`src/rtl/core/gga_sentence_position_parser_top_macros.svh`:
```
// Assertion helpers used by the core RTL.
`ifndef GGA_SENTENCE_POSITION_PARSER_TOP_MACROS_SVH
`define GGA_SENTENCE_POSITION_PARSER_TOP_MACROS_SVH

// Same-cycle implication.
`define GGA_POS_ASSERT_IMPL(label, ante, cons, msg) \
   label: assert property (@(posedge clock) disable iff (reset) (ante) |-> (cons)) \
      else $error(msg);

// Next-cycle implication.
`define GGA_POS_ASSERT_NEXT(label, ante, cons, msg) \
   label: assert property (@(posedge clock) disable iff (reset) (ante) |=> (cons)) \
      else $error(msg);

`endif

```
`src/rtl/core/gga_pos_pkg.sv`:
```
package gga_pos_pkg;

   localparam int WHOLE_W    = 17;
   localparam int FRAC6_W    = 20;
   localparam int DEG_W      = 10;
   localparam int MM_W       = 7;
   localparam int X_W        = 27;
   localparam int Q_W        = 21;
   localparam int MAG_W      = 30;
   localparam int COORD_W    = 31;
   localparam int DEG_PROD_W = 35;
   localparam int Q_PROD_W   = 51;

   // whole / 100 as (whole * DEG_RECIP) >> DEG_SHIFT, exact below 199728
   localparam logic [17:0] DEG_RECIP = 18'd167773;
   localparam int          DEG_SHIFT = 24;
   localparam logic [6:0]  DEG_SCALE = 7'd100;

   // y / 15 as (y * RECIP15) >> RECIP15_SHIFT, exact below 2^29 / 13
   localparam logic [25:0] RECIP15       = 26'd35791395;
   localparam int          RECIP15_SHIFT = 29;

   localparam logic [19:0] MICRO      = 20'd1000000;
   localparam logic [4:0]  ROUND_BIAS = 5'd30;

   localparam logic [7:0] CHAR_NL    = 8'h0A;
   localparam logic [7:0] CHAR_COMMA = 8'h2C;
   localparam logic [7:0] CHAR_DOT   = 8'h2E;
   localparam logic [7:0] CHAR_ZERO  = 8'h30;
   localparam logic [7:0] CHAR_NINE  = 8'h39;
   localparam logic [7:0] CHAR_S     = 8'h53;
   localparam logic [7:0] CHAR_W     = 8'h57;

   localparam logic [3:0] FIELD_ID  = 4'd0;
   localparam logic [3:0] FIELD_LAT = 4'd2;
   localparam logic [3:0] FIELD_NS  = 4'd3;
   localparam logic [3:0] FIELD_LON = 4'd4;
   localparam logic [3:0] FIELD_EW  = 4'd5;
   localparam logic [3:0] FIELD_MAX = 4'd15;

   localparam logic [2:0] ID_LEN = 3'd6;
   localparam logic [2:0] ID_MAX = 3'd7;

   typedef struct packed {
      logic [WHOLE_W-1:0] whole;
      logic [FRAC6_W-1:0] frac;
      logic               neg;
   } coord_type;

   typedef struct packed {
      logic      ok;
      coord_type lat;
      coord_type lon;
   } line_type;

   function automatic logic [7:0] id_char(input logic [2:0] pos);
      logic [7:0] c;
      case (pos)
         3'd0:    c = 8'h24;
         3'd1:    c = 8'h47;
         3'd2:    c = 8'h50;
         3'd3:    c = 8'h47;
         3'd4:    c = 8'h47;
         3'd5:    c = 8'h41;
         default: c = 8'h00;
      endcase
      return c;
   endfunction

   // scale a fraction of n digits to six digits
   function automatic logic [FRAC6_W-1:0] frac_scale(input logic [2:0] n);
      logic [FRAC6_W-1:0] s;
      case (n)
         3'd0:    s = 20'd1000000;
         3'd1:    s = 20'd100000;
         3'd2:    s = 20'd10000;
         3'd3:    s = 20'd1000;
         3'd4:    s = 20'd100;
         3'd5:    s = 20'd10;
         default: s = 20'd1;
      endcase
      return s;
   endfunction

endpackage

```
`src/rtl/core/gga_pos_parse.sv`:
```
module gga_pos_parse #(
   parameter int FRACTION_DIGITS = 5
) (
   input  logic                 clock,
   input  logic                 reset,
   input  logic                 byte_fire,
   input  logic [7:0]           rx_byte,
   output logic                 line_fire,
   output gga_pos_pkg::line_type line_data
);

   localparam int FracW = $clog2(10 ** FRACTION_DIGITS);

   typedef enum logic [2:0] {
      NUM_INT  = 3'b001,
      NUM_FRAC = 3'b010,
      NUM_STOP = 3'b100
   } num_stage_type;

   logic [3:0]                      field_number_ff, field_number_in;
   logic [2:0]                      id_position_ff, id_position_in;
   logic                            id_matches_ff, id_matches_in;
   logic [gga_pos_pkg::WHOLE_W-1:0] whole_accum_ff, whole_accum_in;
   logic [FracW-1:0]                fraction_accum_ff, fraction_accum_in;
   logic [2:0]                      fraction_count_ff, fraction_count_in;
   logic [2:0]                      whole_count_ff, whole_count_in;
   num_stage_type                   number_stage_ff, number_stage_in;
   logic                            field_bad_ff, field_bad_in;
   logic                            field_seen_ff, field_seen_in;
   logic [gga_pos_pkg::WHOLE_W-1:0] lat_whole_ff, lat_whole_in;
   logic [gga_pos_pkg::FRAC6_W-1:0] lat_frac_ff, lat_frac_in;
   logic                            lat_ok_ff, lat_ok_in;
   logic [gga_pos_pkg::WHOLE_W-1:0] lon_whole_ff, lon_whole_in;
   logic [gga_pos_pkg::FRAC6_W-1:0] lon_frac_ff, lon_frac_in;
   logic                            lon_ok_ff, lon_ok_in;
   logic [7:0]                      ind_char_ff, ind_char_in;
   logic [1:0]                      ind_len_ff, ind_len_in;
   logic                            south_ff, south_in;
   logic                            west_ff, west_in;

   logic                            is_nl, is_comma, is_dot, is_digit;
   logic [3:0]                      digit;
   logic [gga_pos_pkg::FRAC6_W-1:0] frac6;
   logic                            field_ok, single;
   logic                            fin_id_matches;
   logic [gga_pos_pkg::WHOLE_W-1:0] fin_lat_whole, fin_lon_whole;
   logic [gga_pos_pkg::FRAC6_W-1:0] fin_lat_frac, fin_lon_frac;
   logic                            fin_lat_ok, fin_lon_ok, fin_south, fin_west;

   assign is_nl    = rx_byte == gga_pos_pkg::CHAR_NL;
   assign is_comma = rx_byte == gga_pos_pkg::CHAR_COMMA;
   assign is_dot   = rx_byte == gga_pos_pkg::CHAR_DOT;
   assign is_digit = rx_byte >= gga_pos_pkg::CHAR_ZERO && rx_byte <= gga_pos_pkg::CHAR_NINE;
   assign digit    = rx_byte[3:0];

   assign frac6    = gga_pos_pkg::FRAC6_W'(gga_pos_pkg::FRAC6_W'(fraction_accum_ff) *
                     gga_pos_pkg::frac_scale(fraction_count_ff));
   assign field_ok = field_seen_ff && !field_bad_ff;
   assign single   = ind_len_ff == 2'd1;

   // field values as they stand once the current field is closed
   always_comb begin
      fin_id_matches = id_matches_ff;
      fin_lat_whole  = lat_whole_ff;
      fin_lat_frac   = lat_frac_ff;
      fin_lat_ok     = lat_ok_ff;
      fin_lon_whole  = lon_whole_ff;
      fin_lon_frac   = lon_frac_ff;
      fin_lon_ok     = lon_ok_ff;
      fin_south      = south_ff;
      fin_west       = west_ff;
      case (field_number_ff)
         gga_pos_pkg::FIELD_ID: begin
            if (id_position_ff != gga_pos_pkg::ID_LEN) fin_id_matches = 1'b0;
         end
         gga_pos_pkg::FIELD_LAT: begin
            fin_lat_whole = whole_accum_ff;
            fin_lat_frac  = frac6;
            fin_lat_ok    = field_ok;
         end
         gga_pos_pkg::FIELD_NS: begin
            fin_south = single && ind_char_ff == gga_pos_pkg::CHAR_S;
         end
         gga_pos_pkg::FIELD_LON: begin
            fin_lon_whole = whole_accum_ff;
            fin_lon_frac  = frac6;
            fin_lon_ok    = field_ok;
         end
         gga_pos_pkg::FIELD_EW: begin
            fin_west = single && ind_char_ff == gga_pos_pkg::CHAR_W;
         end
         default: begin
         end
      endcase
   end

   always_comb begin
      field_number_in   = field_number_ff;
      id_position_in    = id_position_ff;
      id_matches_in     = id_matches_ff;
      whole_accum_in    = whole_accum_ff;
      fraction_accum_in = fraction_accum_ff;
      fraction_count_in = fraction_count_ff;
      whole_count_in    = whole_count_ff;
      number_stage_in   = number_stage_ff;
      field_bad_in      = field_bad_ff;
      field_seen_in     = field_seen_ff;
      lat_whole_in      = lat_whole_ff;
      lat_frac_in       = lat_frac_ff;
      lat_ok_in         = lat_ok_ff;
      lon_whole_in      = lon_whole_ff;
      lon_frac_in       = lon_frac_ff;
      lon_ok_in         = lon_ok_ff;
      ind_char_in       = ind_char_ff;
      ind_len_in        = ind_len_ff;
      south_in          = south_ff;
      west_in           = west_ff;

      if (byte_fire) begin
         if (is_nl || is_comma) begin
            whole_accum_in    = '0;
            fraction_accum_in = '0;
            fraction_count_in = '0;
            whole_count_in    = '0;
            number_stage_in   = NUM_INT;
            field_bad_in      = 1'b0;
            field_seen_in     = 1'b0;
            ind_char_in       = '0;
            ind_len_in        = '0;
         end
         if (is_nl) begin
            field_number_in = gga_pos_pkg::FIELD_ID;
            id_position_in  = '0;
            id_matches_in   = 1'b1;
            lat_ok_in       = 1'b0;
            lon_ok_in       = 1'b0;
            south_in        = 1'b0;
            west_in         = 1'b0;
         end else if (is_comma) begin
            id_matches_in = fin_id_matches;
            lat_whole_in  = fin_lat_whole;
            lat_frac_in   = fin_lat_frac;
            lat_ok_in     = fin_lat_ok;
            lon_whole_in  = fin_lon_whole;
            lon_frac_in   = fin_lon_frac;
            lon_ok_in     = fin_lon_ok;
            south_in      = fin_south;
            west_in       = fin_west;
            if (field_number_ff != gga_pos_pkg::FIELD_MAX)
               field_number_in = field_number_ff + 4'd1;
         end else begin
            field_seen_in = 1'b1;
            case (field_number_ff)
               gga_pos_pkg::FIELD_ID: begin
                  if (id_position_ff >= gga_pos_pkg::ID_LEN ||
                      rx_byte != gga_pos_pkg::id_char(id_position_ff))
                     id_matches_in = 1'b0;
                  if (id_position_ff != gga_pos_pkg::ID_MAX)
                     id_position_in = id_position_ff + 3'd1;
               end
               gga_pos_pkg::FIELD_LAT, gga_pos_pkg::FIELD_LON: begin
                  case (number_stage_ff)
                     NUM_INT: begin
                        if (is_digit) begin
                           if (whole_count_ff >= 3'd5) begin
                              field_bad_in    = 1'b1;
                              number_stage_in = NUM_STOP;
                           end else begin
                              whole_accum_in = gga_pos_pkg::WHOLE_W'(whole_accum_ff * 17'd10) +
                                               gga_pos_pkg::WHOLE_W'(digit);
                              whole_count_in = whole_count_ff + 3'd1;
                           end
                        end else if (is_dot) begin
                           number_stage_in = NUM_FRAC;
                        end else begin
                           number_stage_in = NUM_STOP;
                        end
                     end
                     NUM_FRAC: begin
                        if (is_digit) begin
                           if (fraction_count_ff < 3'(FRACTION_DIGITS)) begin
                              fraction_accum_in = FracW'(fraction_accum_ff * FracW'(10)) +
                                                  FracW'(digit);
                              fraction_count_in = fraction_count_ff + 3'd1;
                           end
                        end else begin
                           number_stage_in = NUM_STOP;
                        end
                     end
                     default: begin
                     end
                  endcase
               end
               gga_pos_pkg::FIELD_NS, gga_pos_pkg::FIELD_EW: begin
                  if (ind_len_ff == 2'd0) ind_char_in = rx_byte;
                  if (ind_len_ff != 2'd2) ind_len_in = ind_len_ff + 2'd1;
               end
               default: begin
               end
            endcase
         end
      end
   end

   always_ff @(posedge clock) begin
      if (reset) begin
         field_number_ff   <= gga_pos_pkg::FIELD_ID;
         id_position_ff    <= '0;
         id_matches_ff     <= 1'b1;
         whole_accum_ff    <= '0;
         fraction_accum_ff <= '0;
         fraction_count_ff <= '0;
         whole_count_ff    <= '0;
         number_stage_ff   <= NUM_INT;
         field_bad_ff      <= 1'b0;
         field_seen_ff     <= 1'b0;
         lat_ok_ff         <= 1'b0;
         lon_ok_ff         <= 1'b0;
         ind_char_ff       <= '0;
         ind_len_ff        <= '0;
         south_ff          <= 1'b0;
         west_ff           <= 1'b0;
      end else begin
         field_number_ff   <= field_number_in;
         id_position_ff    <= id_position_in;
         id_matches_ff     <= id_matches_in;
         whole_accum_ff    <= whole_accum_in;
         fraction_accum_ff <= fraction_accum_in;
         fraction_count_ff <= fraction_count_in;
         whole_count_ff    <= whole_count_in;
         number_stage_ff   <= number_stage_in;
         field_bad_ff      <= field_bad_in;
         field_seen_ff     <= field_seen_in;
         lat_ok_ff         <= lat_ok_in;
         lon_ok_ff         <= lon_ok_in;
         ind_char_ff       <= ind_char_in;
         ind_len_ff        <= ind_len_in;
         south_ff          <= south_in;
         west_ff           <= west_in;
      end
   end

   always_ff @(posedge clock) begin
      lat_whole_ff <= lat_whole_in;
      lat_frac_ff  <= lat_frac_in;
      lon_whole_ff <= lon_whole_in;
      lon_frac_ff  <= lon_frac_in;
   end

   assign line_fire          = byte_fire && is_nl && fin_id_matches;
   assign line_data.ok       = field_number_ff >= gga_pos_pkg::FIELD_EW &&
                               fin_lat_ok && fin_lon_ok;
   assign line_data.lat.whole = fin_lat_whole;
   assign line_data.lat.frac  = fin_lat_frac;
   assign line_data.lat.neg   = fin_south;
   assign line_data.lon.whole = fin_lon_whole;
   assign line_data.lon.frac  = fin_lon_frac;
   assign line_data.lon.neg   = fin_west;

endmodule

```
`src/rtl/core/gga_pos_conv.sv`:
```
`include "gga_sentence_position_parser_top_macros.svh"

module gga_pos_conv (
   input  logic                                    clock,
   input  logic                                    reset,
   input  logic                                    line_fire,
   input  gga_pos_pkg::line_type                   line_data,
   output logic                                    in_ready,
   output logic                                    out_valid,
   input  logic                                    out_stall,
   output logic signed [gga_pos_pkg::COORD_W-1:0] out_lat,
   output logic signed [gga_pos_pkg::COORD_W-1:0] out_lon,
   output logic                                    out_ok
);

   localparam int Stages = 7;
   localparam int Lanes  = 2;

   logic [Stages-1:0] v_ff, v_in;
   logic [Stages-1:0] rdy;

   logic                            ok_ff [Stages];

   logic [gga_pos_pkg::WHOLE_W-1:0] whole0_ff [Lanes];
   logic [gga_pos_pkg::FRAC6_W-1:0] frac0_ff  [Lanes];
   logic                            neg0_ff   [Lanes];

   logic [gga_pos_pkg::DEG_W-1:0]   deg1_ff   [Lanes];
   logic [gga_pos_pkg::WHOLE_W-1:0] whole1_ff [Lanes];
   logic [gga_pos_pkg::FRAC6_W-1:0] frac1_ff  [Lanes];
   logic                            neg1_ff   [Lanes];

   logic [gga_pos_pkg::DEG_W-1:0]   deg2_ff   [Lanes];
   logic [gga_pos_pkg::MM_W-1:0]    mm2_ff    [Lanes];
   logic [gga_pos_pkg::FRAC6_W-1:0] frac2_ff  [Lanes];
   logic                            neg2_ff   [Lanes];

   logic [gga_pos_pkg::DEG_W-1:0]   deg3_ff   [Lanes];
   logic [gga_pos_pkg::X_W-1:0]     x3_ff     [Lanes];
   logic                            neg3_ff   [Lanes];

   logic [gga_pos_pkg::DEG_W-1:0]   deg4_ff   [Lanes];
   logic [gga_pos_pkg::Q_W-1:0]     q4_ff     [Lanes];
   logic                            neg4_ff   [Lanes];

   logic [gga_pos_pkg::MAG_W-1:0]   mag5_ff   [Lanes];
   logic                            neg5_ff   [Lanes];

   logic [gga_pos_pkg::COORD_W-1:0] out6_ff   [Lanes];

   logic [gga_pos_pkg::DEG_PROD_W-1:0] deg_prod [Lanes];
   logic [gga_pos_pkg::WHOLE_W-1:0]    hund     [Lanes];
   logic [gga_pos_pkg::WHOLE_W-1:0]    rem      [Lanes];
   logic [gga_pos_pkg::X_W-1:0]        x_sum    [Lanes];
   logic [gga_pos_pkg::Q_PROD_W-1:0]   q_prod   [Lanes];
   logic [gga_pos_pkg::MAG_W-1:0]      mag_sum  [Lanes];
   logic [gga_pos_pkg::COORD_W-1:0]    mag_ext  [Lanes];

   // a stage takes a beat when it is empty or its successor moves on
   always_comb begin
      rdy[Stages-1] = !v_ff[Stages-1] || !out_stall;
      for (int i = Stages - 2; i >= 0; i--) begin
         rdy[i] = !v_ff[i] || rdy[i+1];
      end
   end

   always_comb begin
      v_in = v_ff;
      if (rdy[0]) v_in[0] = line_fire;
      for (int i = 1; i < Stages; i++) begin
         if (rdy[i]) v_in[i] = v_ff[i-1];
      end
   end

   always_ff @(posedge clock) begin
      if (reset) begin
         v_ff <= '0;
      end else begin
         v_ff <= v_in;
      end
   end

   always_comb begin
      for (int l = 0; l < Lanes; l++) begin
         deg_prod[l] = gga_pos_pkg::DEG_PROD_W'(whole0_ff[l]) *
                       gga_pos_pkg::DEG_PROD_W'(gga_pos_pkg::DEG_RECIP);
         hund[l]     = gga_pos_pkg::WHOLE_W'(deg1_ff[l]) *
                       gga_pos_pkg::WHOLE_W'(gga_pos_pkg::DEG_SCALE);
         rem[l]      = whole1_ff[l] - hund[l];
         x_sum[l]    = gga_pos_pkg::X_W'(mm2_ff[l]) * gga_pos_pkg::X_W'(gga_pos_pkg::MICRO) +
                       gga_pos_pkg::X_W'(frac2_ff[l]) +
                       gga_pos_pkg::X_W'(gga_pos_pkg::ROUND_BIAS);
         q_prod[l]   = gga_pos_pkg::Q_PROD_W'(x3_ff[l][gga_pos_pkg::X_W-1:2]) *
                       gga_pos_pkg::Q_PROD_W'(gga_pos_pkg::RECIP15);
         mag_sum[l]  = gga_pos_pkg::MAG_W'(deg4_ff[l]) *
                       gga_pos_pkg::MAG_W'(gga_pos_pkg::MICRO) +
                       gga_pos_pkg::MAG_W'(q4_ff[l]);
         mag_ext[l]  = {1'b0, mag5_ff[l]};
      end
   end

   always_ff @(posedge clock) begin
      if (rdy[0]) ok_ff[0] <= line_data.ok;
      for (int i = 1; i < Stages; i++) begin
         if (rdy[i]) ok_ff[i] <= ok_ff[i-1];
      end
      if (rdy[0]) begin
         whole0_ff[0] <= line_data.lat.whole;
         frac0_ff[0]  <= line_data.lat.frac;
         neg0_ff[0]   <= line_data.lat.neg;
         whole0_ff[1] <= line_data.lon.whole;
         frac0_ff[1]  <= line_data.lon.frac;
         neg0_ff[1]   <= line_data.lon.neg;
      end
      for (int l = 0; l < Lanes; l++) begin
         if (rdy[1]) begin
            deg1_ff[l]   <= deg_prod[l][gga_pos_pkg::DEG_SHIFT+gga_pos_pkg::DEG_W-1:
                                        gga_pos_pkg::DEG_SHIFT];
            whole1_ff[l] <= whole0_ff[l];
            frac1_ff[l]  <= frac0_ff[l];
            neg1_ff[l]   <= neg0_ff[l];
         end
         if (rdy[2]) begin
            deg2_ff[l]  <= deg1_ff[l];
            mm2_ff[l]   <= rem[l][gga_pos_pkg::MM_W-1:0];
            frac2_ff[l] <= frac1_ff[l];
            neg2_ff[l]  <= neg1_ff[l];
         end
         if (rdy[3]) begin
            deg3_ff[l] <= deg2_ff[l];
            x3_ff[l]   <= x_sum[l];
            neg3_ff[l] <= neg2_ff[l];
         end
         if (rdy[4]) begin
            deg4_ff[l] <= deg3_ff[l];
            q4_ff[l]   <= q_prod[l][gga_pos_pkg::RECIP15_SHIFT+gga_pos_pkg::Q_W-1:
                                    gga_pos_pkg::RECIP15_SHIFT];
            neg4_ff[l] <= neg3_ff[l];
         end
         if (rdy[5]) begin
            mag5_ff[l] <= mag_sum[l];
            neg5_ff[l] <= neg4_ff[l];
         end
         if (rdy[6]) begin
            if (!ok_ff[5]) begin
               out6_ff[l] <= '0;
            end else if (neg5_ff[l]) begin
               out6_ff[l] <= '0 - mag_ext[l];
            end else begin
               out6_ff[l] <= mag_ext[l];
            end
         end
      end
   end

   assign in_ready  = rdy[0];
   assign out_valid = v_ff[Stages-1];
   assign out_ok    = ok_ff[Stages-1];
   assign out_lat   = signed'(out6_ff[0]);
   assign out_lon   = signed'(out6_ff[1]);

   `GGA_POS_ASSERT_IMPL(a_fire_only_when_ready, line_fire, in_ready, "line beat while full")
   `GGA_POS_ASSERT_NEXT(a_entry_loaded, line_fire && rdy[0], v_ff[0], "entry stage not loaded")
   `GGA_POS_ASSERT_NEXT(a_out_follows, v_ff[5] && rdy[5],
                        v_ff[6] && ok_ff[6] == $past(ok_ff[5]), "output stage lost beat")
   `GGA_POS_ASSERT_IMPL(a_zero_invalid, v_ff[6] && !ok_ff[6],
                        out6_ff[0] == '0 && out6_ff[1] == '0, "invalid result not zero")

endmodule

```
`src/rtl/core/gga_sentence_position_parser_top.sv`:
```
// Throughput: one byte per cycle while req_stall is low; the seven-stage conversion
// pipeline (stages 0 to 6, loaded by the newline beat that ends a line) holds up to
// seven results, and req_stall rises only when all are full and rsp_stall is high.
// Reset: synchronous, active high; clears the line parser state and pipeline valids.
module gga_sentence_position_parser_top #(
   parameter int FRACTION_DIGITS = 5
) (
   input  logic                                    clock,
   input  logic                                    reset,
   input  logic                                    req_valid,
   output logic                                    req_stall,
   input  logic [7:0]                              req_rx_byte,
   output logic                                    rsp_valid,
   input  logic                                    rsp_stall,
   output logic signed [gga_pos_pkg::COORD_W-1:0] rsp_latitude_microdeg,
   output logic signed [gga_pos_pkg::COORD_W-1:0] rsp_longitude_microdeg,
   output logic                                    rsp_coords_valid
);

   logic                  in_ready;
   logic                  byte_fire;
   logic                  line_fire;
   gga_pos_pkg::line_type line_data;

   assign req_stall = !in_ready;
   assign byte_fire = req_valid && in_ready;

   gga_pos_parse #(
      .FRACTION_DIGITS(FRACTION_DIGITS)
   ) u_parse (
      .clock     (clock),
      .reset     (reset),
      .byte_fire (byte_fire),
      .rx_byte   (req_rx_byte),
      .line_fire (line_fire),
      .line_data (line_data)
   );

   gga_pos_conv u_conv (
      .clock     (clock),
      .reset     (reset),
      .line_fire (line_fire),
      .line_data (line_data),
      .in_ready  (in_ready),
      .out_valid (rsp_valid),
      .out_stall (rsp_stall),
      .out_lat   (rsp_latitude_microdeg),
      .out_lon   (rsp_longitude_microdeg),
      .out_ok    (rsp_coords_valid)
   );

endmodule

```
`config.mk`:
```
export PLATFORM = sky130hd
export DESIGN_NAME = gga_sentence_position_parser_top
export DESIGN_NICKNAME = d
export VERILOG_FILES = /design/src/rtl/core/gga_pos_pkg.sv /design/src/rtl/core/gga_pos_parse.sv /design/src/rtl/core/gga_pos_conv.sv /design/src/rtl/core/gga_sentence_position_parser_top.sv
export VERILOG_INCLUDE_DIRS = /design/src /design/src/rtl/core
export SDC_FILE = /design/constraint.sdc
export NUM_CORES = 2
export LEC_CHECK = 0
export BUFFER_PORTS_ARGS = -buffer_cell sky130_fd_sc_hd__clkbuf_2
export CORE_UTILIZATION = 35
export DETAILED_ROUTE_END_ITERATION = 12
export SETUP_SLACK_MARGIN = 0.02
export SLEW_MARGIN = 20
export SYNTH_ARGS = -nofsm -noshare
export SYNTH_HDL_FRONTEND = slang
export SYNTH_SLANG_ARGS = --single-unit
```
`constraint.sdc`:
```
create_clock -name clock -period 6.9 [get_ports clock]
set_input_delay 0.69 -clock clock [delete_from_list [all_inputs] [get_ports clock]]
set_output_delay 0.69 -clock clock [all_outputs]
set_load 0.1 [all_outputs]
```
==> results.json <==
{
  "clock_power_share": 0.132,
  "status": "finished, final reports clean",
  "row_count": 155,
  "drv_cap": 0,
  "critical_path.max_stage_delay_ns": 0.53,
  "critPathSlowestCell": "fa_1",
  "route.detailed.drc": 0,
  "instances_no_fill": 8456,
  "synth_area_um2": 63200,
  "cp_max_fo": 6,
  "via_per_inst": 4.75,
  "cp.required_ns": 7.30,
  "htree_levels": 3,
  "area_delta_synth_final_pct": 9.70,
  "final_cell_mix": "1178 x inv_1, 1147 x ha_1, 600 x fa_1",
  "fmax_mhz": 151,
  "r2r-start": "u_parse.fraction_count_ff[0]",
  "dp_hpwl_um": 107000,
  "met2_usage": 0.238,
  "startpoint": "u_parse.fraction_count_ff[0]",
  "synth-seq-area-share": 0.290,
  "finalSetupTns_ns": 0,
  "p_per_area_nw_per_um2": 446,
  "worstPathArrival_ns": 7.00,
  "ir_drop_uv": 1230,
  "synth-edff-count": 561,
  "gr-max-usage-layer": "met2",
  "vias": 40100,
  "synth_top_flop_cell": "edfxtp_1",
  "antenna_found_initial": 1,
  "gr-usage-met3": 0.0199,
  "net-switching-power_w": 0.0135,
  "firstDrtPassIters": 5,
  "totalWireLength_um": 128000,
  "drv_slew": 0,
  "critPathKind": "flip-flop to flip-flop",
  "dp.cells": 8320,
  "hold_viol_final": 0,
  "dieArea_um2": 182000,
  "first_iter_violations": 1681,
  "use_met1": 0.198,
  "numCtsBuffers": 72,
  "cts_sinks": 635,
  "sequentialPowerShare": 0.188,
  "clkTransAtPathRegs_ns": 0.06,
  "yosysWarnings": 0,
  "p_leak_nw": 32.7,
  "syn_nets": 7668,
  "endpoint_kind": "flip-flop",
  "clock_path_buffers": 3,
  "hp-class": "primary input to flip-flop",
  "die_h_um": 427,
  "pin_count": 77,
  "dieWidth_um": 427,
  "clk_latency_ns": 0.67,
  "comb_power_share": 0.680,
  "rsz0062_at_grt": "true",
  "cts_tree": "done",
  "post_cts_buffers": 0,
  "r2r_slack_ns": 0.29,
  "portBuffers": 76,
  "switching_share": 0.437,
  "grt_overflow_total": 0,
  "crit_end": "u_parse.lat_frac_ff[19]",
  "final_util": 0.388,
  "fin_skew_ns": 0.0271,
  "ff2ff_path_depth": 25,
  "core-area_um2": 179000,
  "start_util": 0.353,
  "r2r_end": "u_parse.lat_frac_ff[19]",
  "async_flop_share": 0,
  "period_share": 0.958,
  "cts-root-buf": "clkbuf_16",
  "power.internal_w": 0.0174,
  "min_period_ns": 6.61,
  "grt_pass1_vias": 41500,
  "grt_pass1_wl_um": 212000,
  "drive_above_1_share": 0.0594,
  "ys_seq_elements": 635,
  "final_nets": 7800,
  "final_common_cell": "inv_1",
  "grtUsageTotal": 0.144,
  "syn-instance-count": 5907,
  "slew_headroom": 0.276,
  "drt.antenna.violating_nets": 0,
  "finalSetupViolCount": 0,
  "globalplace.congestion": 0.891,
  "grt_start_max_net_pins": 77,
  "cp-start-kind": "flip-flop",
  "synth.distinct_cells": 91,
  "syn_avg_cell_area_um2": 10.7,
  "worstMarginPinSlew_ns": 1.09,
  "wl_per_cell_um": 15.2
}
==> layout make-up <==
| class | instances | area (um2) |
|---|---|---|
| inverters | 1181 | 4430 |
| multi-input cells | 4004 | 40200 |
| repair buffers | 145 | 911 |
| fillers | 17400 | 109000 |
| well taps | 2355 | 2950 |
| flip-flops and latches | 635 | 18300 |
| diodes | 2 | 5.00 |
| clock inverters | 51 | 646 |
| clock buffers | 83 | 1860 |
==> routing by layer <==
layer / vias to the layer above / wire length, um / part of all wire
li1: 20000 / - / -
met1: 19400 / 62400 / 0.49
met2: 528 / 58800 / 0.46
met3: 149 / 4220 / 0.033
met4: 0 / 2810 / 0.022
met5: - / 0 / 0
==> repair_timing <==
action | CTS | global route
endpoints found under the setup margin | 0 | 24
resized for setup | 0 | 19
hold buffers | 0 | 0
==> power groups by stage <==
stage / combinational [W] / clock [W] / sequential [W]
floorplan: 0.0165 / 0 / 0.00576
global placement: 0.0206 / 0 / 0.00588
detailed placement: 0.0209 / 0 / 0.00589
CTS: 0.0212 / 0.00421 / 0.00581
global route: 0.0244 / 0.00435 / 0.00585
finish: 0.0210 / 0.00409 / 0.00580
==> how the worst min path moves through the flow <==
stage	from	to	depth (start not counted)
after floorplan	u_conv.deg1_ff[0][15]	u_conv.deg2_ff[0][15]	0
after global placement	u_conv.deg3_ff[0][0]	u_conv.deg4_ff[0][0]	0
after detailed placement	u_conv.deg2_ff[0][11]	u_conv.deg3_ff[0][11]	0
after CTS	rsp_stall	u_conv.v_ff[6]	3
after global routing	rsp_stall	u_conv.v_ff[6]	3
final	req_rx_byte[7]	u_parse.ind_char_ff[7]	3
==> state kept, by name (all words and copies together) (netlist names), 17 cells and up <==
name	flops
u_conv.out6_ff	62
u_conv.mag5_ff	60
u_conv.x3_ff	50
u_conv.q4_ff	42
u_conv.frac0_ff	38
u_conv.frac1_ff	38
u_conv.frac2_ff	38
u_conv.whole0_ff	34
u_conv.deg1_ff	20
u_conv.deg2_ff	20
u_conv.deg3_ff	20
u_conv.deg4_ff	20
u_parse.lat_frac_ff	19
u_parse.lon_frac_ff	19
u_parse.fraction_accum_ff	17
u_parse.lat_whole_ff	17
u_parse.lon_whole_ff	17
u_parse.whole_accum_ff	17
==> worst max-delay path, delay by kind of cell (launching register included) <==
kind | cells | cell delay, ns
flip-flops | 1 | 0.36
buffers and inverters | 6 | 0.32
adder cells (fa/ha/maj) | 9 | 3.75
XOR/XNOR | 1 | 0.15
AND/OR/NAND/NOR | 4 | 0.72
AO/OA/AOI/OAI | 5 | 1.01
==> cell families (layout without fill, tap and decap cells) <==
| group | after synthesis | count (layout) | synth area share |
|---|---|---|---|
| adder cells (fa/ha/maj) | 1749 | 1749 | 0.418 |
| buffers and inverters | 1268 | 1460 | 0.0755 |
| AND/OR/NAND/NOR | 1137 | 1137 | 0.0865 |
| AO/OA/AOI/OAI | 691 | 691 | 0.0699 |
| flip-flops | 635 | 635 | 0.290 |
| XOR/XNOR | 387 | 387 | 0.0536 |
| multiplexers | 40 | 40 | 0.00675 |
| other | 0 | 2 | 0 |
==> cells in the mapped netlist (11+ instances only) <==
cell / instances / area, um2
nor2b_1: 42 / 263
xor2_1: 143 / 1250
nand2_1: 351 / 1320
ha_1: 1148 / 14400
nand2b_1: 49 / 307
and2_1: 75 / 469
o21a_1: 34 / 255
edfxtp_1: 561 / 16800
a21o_1: 46 / 345
nand3_1: 86 / 430
nand4_1: 31 / 194
dfxtp_1: 74 / 1480
a211oi_1: 24 / 180
a21oi_1: 197 / 986
a31oi_1: 31 / 194
inv_1: 1180 / 4430
fa_1: 601 / 12000
nor4_1: 15 / 93.8
or2_2: 21 / 131
mux2_2: 21 / 236
o31ai_1: 30 / 225
o41ai_1: 14 / 123
clkbuf_1: 77 / 289
nor3_1: 68 / 340
xnor2_1: 244 / 2140
nor2_1: 284 / 1070
and3_1: 37 / 231
o21ai_0: 169 / 846
or3_1: 22 / 138
a21boi_0: 11 / 82.6
a22oi_1: 12 / 90.1
mux2i_1: 19 / 190
o211ai_1: 17 / 128
==> per-stage QoR <==
step	setup WS [ns]	cell area [um2]	power [W]	hold slack, ns
global route	0.00560	69300	0.0346	0.291
detailed placement	0.0548	66800	0.0268	0.405
finish	0.293	69300	0.0309	0.306
global placement	0.0895	66800	0.0265	0.401
floorplan	0.0629	63200	0.0223	0.400
CTS	0.0501	69300	0.0313	0.252
(Power assumes the default switching activity.)
